`config.mk`:
```
export PLATFORM = sky130hd
export DESIGN_NAME = chtls_div
export DESIGN_NICKNAME = d
export VERILOG_FILES = /design/src/rtl/chtls_pkg.sv /design/src/rtl/chtls_div.sv
export SDC_FILE = /design/constraint.sdc
export NUM_CORES = 1
export LEC_CHECK = 0
export BUFFER_PORTS_ARGS = -buffer_cell sky130_fd_sc_hd__buf_2
export CORE_ASPECT_RATIO = 0.7
export CORE_UTILIZATION = 35
export DETAILED_ROUTE_END_ITERATION = 7
export PLACE_DENSITY = 0.61
export SETUP_SLACK_MARGIN = 0.3
export SLEW_MARGIN = 20
export SYNTH_ARGS = -nofsm -noshare
export SYNTH_HDL_FRONTEND = slang
export SYNTH_SLANG_ARGS = --single-unit
```
`constraint.sdc`:
```
create_clock -name clk -period 3.65 [get_ports clk]
set_clock_uncertainty 0.15 [all_clocks]
set_input_delay 0.365 -clock clk [delete_from_list [all_inputs] [get_ports clk]]
set_output_delay 0.365 -clock clk [all_outputs]
set_load 0.01 [all_outputs]
```
`src/rtl/chtls_pkg.sv`:
```
`timescale 1ns / 1ps
// Shared types and constants for the convex hull trick line stack.
// Used by chtls_div, chtls_mem and convex_hull_trick_line_stack.
package chtls_pkg;

  localparam int unsigned DefMaxLines = 1024;
  localparam int unsigned CoordW      = 32;
  localparam int unsigned BpW         = 35;
  localparam int unsigned ValueW      = 64;
  localparam int unsigned StatusW     = 2;

  localparam logic signed [ValueW-1:0] EmptySentinel = 64'sd1000000000000011;

  // Result status codes.
  typedef enum logic [StatusW-1:0] {
    ST_OK         = 2'd0,
    ST_EQ_DROPPED = 2'd1,
    ST_EQ_BETTER  = 2'd2,
    ST_FULL       = 2'd3
  } status_t;

  // Operation codes carried in the input tuser.
  typedef enum logic {
    OP_INSERT = 1'b0,
    OP_QUERY  = 1'b1
  } opcode_t;

  // Sequencer states.
  typedef enum logic [3:0] {
    S_IDLE,
    S_RD_TOP,
    S_TOP_WAIT,
    S_DIV_RUN,
    S_PUSH,
    S_Q_CHECK,
    S_Q_WAIT,
    S_Q_LINE,
    S_Q_ADD,
    S_DONE
  } state_t;

  // One stored line with its breakpoint.
  typedef struct packed {
    logic signed [BpW-1:0]    bp;
    logic signed [CoordW-1:0] intercept;
    logic signed [CoordW-1:0] slope;
  } line_t;

  // Divider request and response.
  typedef struct packed {
    logic              start;
    logic [CoordW-1:0] dividend;
    logic [CoordW-1:0] divisor;
  } div_req_t;

  typedef struct packed {
    logic              done;
    logic [CoordW-1:0] quotient;
    logic [CoordW-1:0] remainder;
  } div_rsp_t;

endpackage

```
`src/rtl/chtls_div.sv`:
```
`timescale 1ns / 1ps
// Iterative restoring divider for unsigned 32-bit operands, one quotient bit per cycle.
// Depends on chtls_pkg for the request and response structs.
module chtls_div
  import chtls_pkg::*;
(
  input  logic     clk,
  input  logic     rst,
  input  div_req_t req,
  output div_rsp_t rsp
);

  localparam int unsigned CntW = $clog2(CoordW + 1);

  logic              busy;
  logic              done;
  logic [CntW-1:0]   cnt;
  logic [CoordW-1:0] rem;
  logic [CoordW-1:0] quo;
  logic [CoordW-1:0] dvs;
  logic [CoordW:0]   shifted;

  // Partial remainder shifted left by one with the next dividend bit.
  assign shifted = {rem, quo[CoordW-1]};

  // Control state of the iteration.
  always_ff @(posedge clk) begin
    if (rst) begin
      busy <= 1'b0;
      done <= 1'b0;
      cnt  <= '0;
    end else if (req.start) begin
      busy <= 1'b1;
      done <= 1'b0;
      cnt  <= CntW'(CoordW);
    end else if (busy) begin
      cnt <= cnt - 1'b1;
      if (cnt == CntW'(1)) begin
        busy <= 1'b0;
        done <= 1'b1;
      end
    end else begin
      done <= 1'b0;
    end
  end

  // Datapath: one subtract and compare per cycle.
  always_ff @(posedge clk) begin
    if (req.start) begin
      rem <= '0;
      quo <= req.dividend;
      dvs <= req.divisor;
    end else if (busy) begin
      if (shifted >= {1'b0, dvs}) begin
        rem <= CoordW'(shifted - {1'b0, dvs});
        quo <= {quo[CoordW-2:0], 1'b1};
      end else begin
        rem <= shifted[CoordW-1:0];
        quo <= {quo[CoordW-2:0], 1'b0};
      end
    end
  end

  assign rsp.done      = done;
  assign rsp.quotient  = quo;
  assign rsp.remainder = rem;

endmodule

```
==> out/qor.yml, run 1 <==
netSwitchingPower_uw: 994
post-synth-top-area-fraction: 0.329
worstMarginPinSlew_ns: 0.507
worstSkewPairLatency_ns: 0.36
final.fill_count: 1575
cts_num_sinks: 104
syn_area_per_cell_sq_um: 10.2
final_common_cell: "buf_2"
overflow: 0
synth_ff_type: "edfxtp_1"
initialDrtViolationCount: 264
worst_setup_hold_path_clk_slew_ns: 0.08
syn_nets: 676
height_of_the_die_microns: 110
route.detailed.drc: 0
yosysTopAreaCell: "edfxtp_1"
comb_power_share: 0.255
rsz0062_at_grt: "true"
worstHoldPathType: "primary input to flop"
power.total_uw: 3190
minimum_clock_period_after_layout_ns: 3.26
synth_enable_flop_cells: 64
timing.setup.tns_ns: 0
vias_per_cell: 5.01
routedWlPerCell_microns: 14.9
drv_cap: 0
detail_route.wirelength_mm: 13.9
worst_setup_path_start_kind: "flop"
cp_arrival_ns: 3.39
horizontal_extent_of_the_die_microns: 156
place.gp.congestion: 0.899
most-common-layout-cells: "buf_2 (130), nor2_1 (66), edfxtp_1 (64)"
timing.critical_path.to_type: "flop"
start_util: 0.358
critical_path_buf_inv_count: 1
achievable-frequency_mhz: 306
global_route.usage.total: 0.165
grt_pass1_wl_mm: 22.1
cts.path.max_buffers: 2
clk_root_buffer_cell: "clkbuf_16"
slew_headroom: 0.662
total_leakage_power_uw: 0.00317
tritoncts: "yes"
power.share.switching: 0.311
cpPeakStageDelay_ns: 0.43
min_period_over_period: 0.894
stdcell_count: 934
die_area_sq_mm: 0.0172
grt_start_max_net_pins: 52
io_buffers: 131
cpMostUsedCell: "o31a_1"
final_hold_violating_endpoints: 0
detailedPlacementHpwl_mm: 10.4
vdd_drop_max_uv: 204
cp_data_required_time_ns: 3.77
top_level_ports: 132
setup_viol_count_final: 0
synth.lib_cells_used.distinct: 64
fp.coreArea_sq_mm: 0.0163
synth-seq-cells: 104
proportion_of_register_bits_with_asynchronous_set_or_reset_after_synthesis: 0
worst-path-max-fanout: 3
crit_chain: "inv_1, ha_1, nor2b_1, o31a_1, o211ai_1, a211oi_2, o211a_4, o31a_1, o21ai_1, or3b_1, a311oi_2"
finish.net_count: 805
drt-pass1-iter-count: 4
cell_internal_pwr_uw: 2200
vias: 4684
synth.cell_area_sq_mm: 0.00585
grt_antenna_before_repair: 1
layout-area-overhead-vs-synth_pct: 22.0
power.sequential.fraction: 0.447
slowest_cell_on_the_critical_path: "edfxtp_1"
portion_of_the_post_synthesis_area_used_by_sequential_elements: 0.466
cp_top_family: "compound AO/OA/AOI/OAI gates"
cts-htree-levels: 3
final-max-slew-violation-count: 0
grt_pass1_vias: 4441
netlist_top_cells_area: "edfxtp_1 (33%), dfxtp_1 (14%), ha_1 (7.3%), mux2_2 (6.0%), nor2_1 (4.2%)"
clockPowerShare: 0.297
std_cell_rows: 39
final_layout_size_suffix_gt1_frac: 0.304
dpl.cell_count: 914
p_per_area_mw_per_mm2: 447
syn-instance-count: 574
ant_nets_after_route: 0
cts_inserted_buffers: 9
status: "finished clean"
timing_worst_setup_path_type: "flop to flop"
synth-warning-count: 0
==> routing by layer <==
metal  vias up  part of all wire  GRT usage
met1      2184              0.50      0.226
met2       135              0.42      0.246
met4         0             0.012     0.0532
li1       2355                 -          -
met3        10             0.063     0.0508
met5         -                 0          0
==> power groups by stage <==
| stage | Clock, uW | Combinational, uW | Sequential [uW] |
|---|---|---|---|
| global route | 1020 | 903 | 1440 |
| global placement | 0 | 774 | 1450 |
| CTS | 989 | 795 | 1430 |
| floorplan | 0 | 521 | 1470 |
| finish | 949 | 815 | 1430 |
| detailed placement | 0 | 791 | 1450 |
==> worst paths after layout <==
kind           start      end  slack [ns]  cells after the start
max           dvs[1]  rem[31]        0.39                     11
max reg2reg   dvs[1]  rem[31]        0.39                     11
min          req[24]  dvs[24]        0.03                      1
min reg2reg   cnt[0]   cnt[0]        0.36                      2
==> kinds of logic (layout without fill, tap and decap cells) <==
kind of cell	after synthesis	after routing	share of synthesized area
and+or+nand+nor	155	155	0.127
DFF	104	104	0.466
muxes	40	40	0.0751
adders and majority gates	35	35	0.0762
xor gates and xnor gates	29	29	0.0434
AOI/OAI and AO/OA	139	139	0.164
buffers and inverters	72	206	0.0488
other	0	1	0
==> final cells by class <==
cell class              count  area (sq um)  area share
clock inverters             7          61.3     0.00859
well taps                 225           282      0.0395
clock buffers               9           225      0.0316
multi-input cells         398          2890       0.405
inverters                  45           169      0.0237
flip-flops and latches    104          2720       0.382
repair buffers            145           783       0.110
diodes                      1          2.50    0.000351
==> cells in the mapped netlist (2+ instances only) <==
cell      count
nor2_1       66
edfxtp_1     64
inv_1        45
dfxtp_1      40
a21oi_1      39
ha_1         34
mux2_2       31
a211oi_1     30
nand2_1      30
clkbuf_1     19
xnor2_1      17
o21ai_0      13
xor2_1       12
nor3_1       10
mux2i_1       9
nand3_1       8
a21o_1        6
nand2b_1      5
nor2b_1       5
o31a_1        5
or2_2         5
a31oi_1       4
and3_1        4
nor4_1        4
o21bai_1      4
a221o_1       3
a221oi_1      3
a311oi_1      3
and4_2        3
buf_2         3
buf_4         3
nor3b_1       3
o21a_1        3
o21ai_1       3
o22ai_1       3
a211o_1       2
and4_1        2
buf_1         2
o211a_1       2
o211ai_1      2
o41ai_1       2
==> registers in the layout, indices dropped and copies added (netlist names) <==
signal / flops
rem: 32
dvs: 32
busy: 1
quo: 32
cnt: 6
done: 1
==> what timing repair did <==
item,4_1_cts,5_1_grt
resized for setup,1,10
buffers inserted,0,3
setup endpoints to repair,1,25
pin swaps,0,6
hold buffers,0,0
==> stage by stage <==
| stage | worst slack [ns] | hold slack [ns] | cell area, sq um | util |
|---|---|---|---|---|
| after detailed placement | 0.314 | 0.343 | 6770 | 0.414 |
| after global placement | 0.409 | 0.330 | 6770 | 0.414 |
| after global routing | 0.250 | 0.00645 | 7130 | 0.436 |
| after floorplan | 0.512 | 0.287 | 5850 | - |
| after CTS | 0.334 | 0.00789 | 7070 | 0.432 |
| final | 0.387 | 0.0272 | 7140 | 0.437 |
Power figures use the tool's default switching activity.
==> inputs of run 2 (changes only) <==
--- a/config.mk
+++ b/config.mk
@@ -9,6 +9,7 @@
 export CORE_ASPECT_RATIO = 0.7
 export CORE_UTILIZATION = 35
 export DETAILED_ROUTE_END_ITERATION = 7
+export GPL_TIMING_DRIVEN = 0
 export PLACE_DENSITY = 0.61
 export SETUP_SLACK_MARGIN = 0.3
 export SLEW_MARGIN = 20
==> constraint.sdc (replaced) <==
create_clock -name clk -period 3.86 [get_ports clk]
set_clock_uncertainty 0.15 [all_clocks]
set_input_delay 0.386 -clock clk [delete_from_list [all_inputs] [get_ports clk]]
set_output_delay 0.386 -clock clk [all_outputs]
set_load 0.01 [all_outputs]
==> out/qor.yml, run 2 (synthesized netlist as in run 1, its figures left out) <==
finish.net_count: 821  # +2.0%
tritoncts: "yes"
minimum_clock_period_after_layout_ns: 3.39  # +0.131 ns
clk_root_buffer_cell: "clkbuf_16"
vdd_drop_max_uv: 183  # -10%
vias_per_cell: 5.15  # +2.8%
dpl.cell_count: 930  # +1.8%
ant_nets_after_route: 0  # unchanged
final_cell_area_sq_mm: 0.00714  # about the same
timing.critical_path.to_type: "flop"
layout_setup_ws_ns: 0.466  # +0.0793 ns
insertedDiodeCount: 0  # -1
start_util: 0.358  # unchanged
total_leakage_power_uw: 0.00317  # +0.11%
timing.setup.tns_ns: 0  # unchanged
min_period_over_period: 0.879  # -0.0148
detailedPlacementHpwl_mm: 11.7  # +12%
final.fill_count: 1571  # -0.25%
io_buffers: 131  # unchanged
fp.coreArea_sq_mm: 0.0163  # unchanged
drt-pass1-iter-count: 4  # unchanged
slew_headroom: 0.462  # -0.201
initialDrtViolationCount: 275  # +4.2%
top_usage_layer: "met2"
final_layout_size_suffix_gt1_frac: 0.286  # -0.0178
horizontal_extent_of_the_die_microns: 156  # unchanged
biggestRegsByFlops: "dvs (32), quo (32), rem (32)"
dpl-instance-area_sq_mm: 0.00678  # +0.15%
rsz0062_at_grt: "false"
vias: 4891  # +4.4%
routedWlPerCell_microns: 16.4  # +9.7%
final-max-slew-violation-count: 0  # unchanged
stdcell_count: 949  # +1.6%
final_hold_violating_endpoints: 0  # unchanged
hold_bufs_at_cts: 0  # unchanged
regArea_sq_mm: 0.00272  # about the same
worst_setup_path_start_kind: "flop"
power.total_uw: 3060  # -4.0%
grt_pass1_vias: 4637  # +4.4%
place.gp.congestion: 0.921  # +2.4%
p_per_area_mw_per_mm2: 429  # -4.0%
cts-htree-levels: 3  # unchanged
worst_setup_hold_path_clk_slew_ns: 0.08  # about the same
top_level_ports: 132  # unchanged
cp_arrival_ns: 3.51  # +0.12 ns
route.detailed.drc: 0  # unchanged
most-common-layout-cells: "buf_2 (133), nor2_1 (66), edfxtp_1 (64)"
layout-area-overhead-vs-synth_pct: 22.1  # about the same
grt_start_max_net_pins: 34  # -35%
worstSkewPairLatency_ns: 0.36  # about the same
dpl_worst_slack_ns: 0.137  # -0.177 ns
cp_data_required_time_ns: 3.98  # +0.21 ns
overflow: 0  # unchanged
global_route.usage.total: 0.182  # +0.0178
worstMarginPinSlew_ns: 0.807  # +0.301 ns
drv_cap: 0  # unchanged
use_met1: 0.264  # +0.0382
height_of_the_die_microns: 110  # unchanged
final_common_cell: "buf_2"
cts_num_sinks: 104  # unchanged
setup_viol_count_final: 0  # unchanged
met3_usage: 0.0403  # -0.0106
std_cell_rows: 39  # unchanged
grt_pass1_wl_mm: 24.1  # +9.1%
status: "finished clean"
cts_inserted_buffers: 9  # unchanged
worstHoldPathType: "primary input to flop"
grt_antenna_before_repair: 0  # -1
worst-path-max-fanout: 7  # +4
achievable-frequency_mhz: 295  # -3.9%
cts.path.max_buffers: 2  # unchanged
die_area_sq_mm: 0.0172  # unchanged
grtUsageMet2: 0.271  # +0.0242
timing_worst_setup_path_type: "flop to flop"
multi_input_comb_area_sq_mm: 0.00287  # -0.74%
detail_route.wirelength_mm: 15.5  # +11%
[run 2: final cells by class]
cell class	instances	share of cell area
multi-input combinational	398	0.402
sequential	104	0.381
timing repair buffer	134	0.0950
tap	225	0.0394
clock buffer	9	0.0316
inverter	45	0.0237
buffer	27	0.0167
clock inverter	7	0.0103
[run 2: through the flow]
step | util | hold slack [ns]
after floorplan | - | 0.308
after global placement | 0.415 | 0.331
after detailed placement | 0.415 | 0.350
after CTS | 0.434 | 0.0331
after global routing | 0.437 | 0.0303
final | 0.437 | 0.0442
[run 2: path summary, 6_finish.rpt]
kind	from	end	slack [ns]	cells after the start
worst min-delay path	req[28]	dvs[28]	0.04	1
worst max register to register	dvs[14]	rem[31]	0.47	11
worst min register to register	cnt[1]	cnt[1]	0.36	2
worst max-delay path	dvs[14]	rem[31]	0.47	11
[run 2: repair_timing]
action | CTS | global route
setup endpoints to repair | 2 | 33
resized for setup | 1 | 5
setup buffers | 0 | 3
pin swaps | 0 | 2
[run 2: where the power goes]
part | leakage, uW | internal, uW | switching (uW)
Clock | 0.000150 | 466 | 468
Sequential | 0.000965 | 1290 | 64.8
Combinational | 0.00206 | 332 | 447
Total | 0.00317 | 2090 | 979
[run 2: critical path, cell delays in order, from the launching register on]
cell,delay [ns]
edfxtp_1,0.37
inv_1,0.08
ha_2,0.31
a21oi_1,0.15
o21ai_1,0.10
a2111o_1,0.39
a221o_1,0.39
o211a_1,0.30
o31a_1,0.33
o21ai_1,0.12
or3b_1,0.38
a311oi_2,0.24
[run 2: metal layers]
metal  part of all wire  vias up
met2               0.42      189
met4              0.012        0
met1               0.50     2299
met3              0.076       16
li1                   -     2387
met5                  0        -
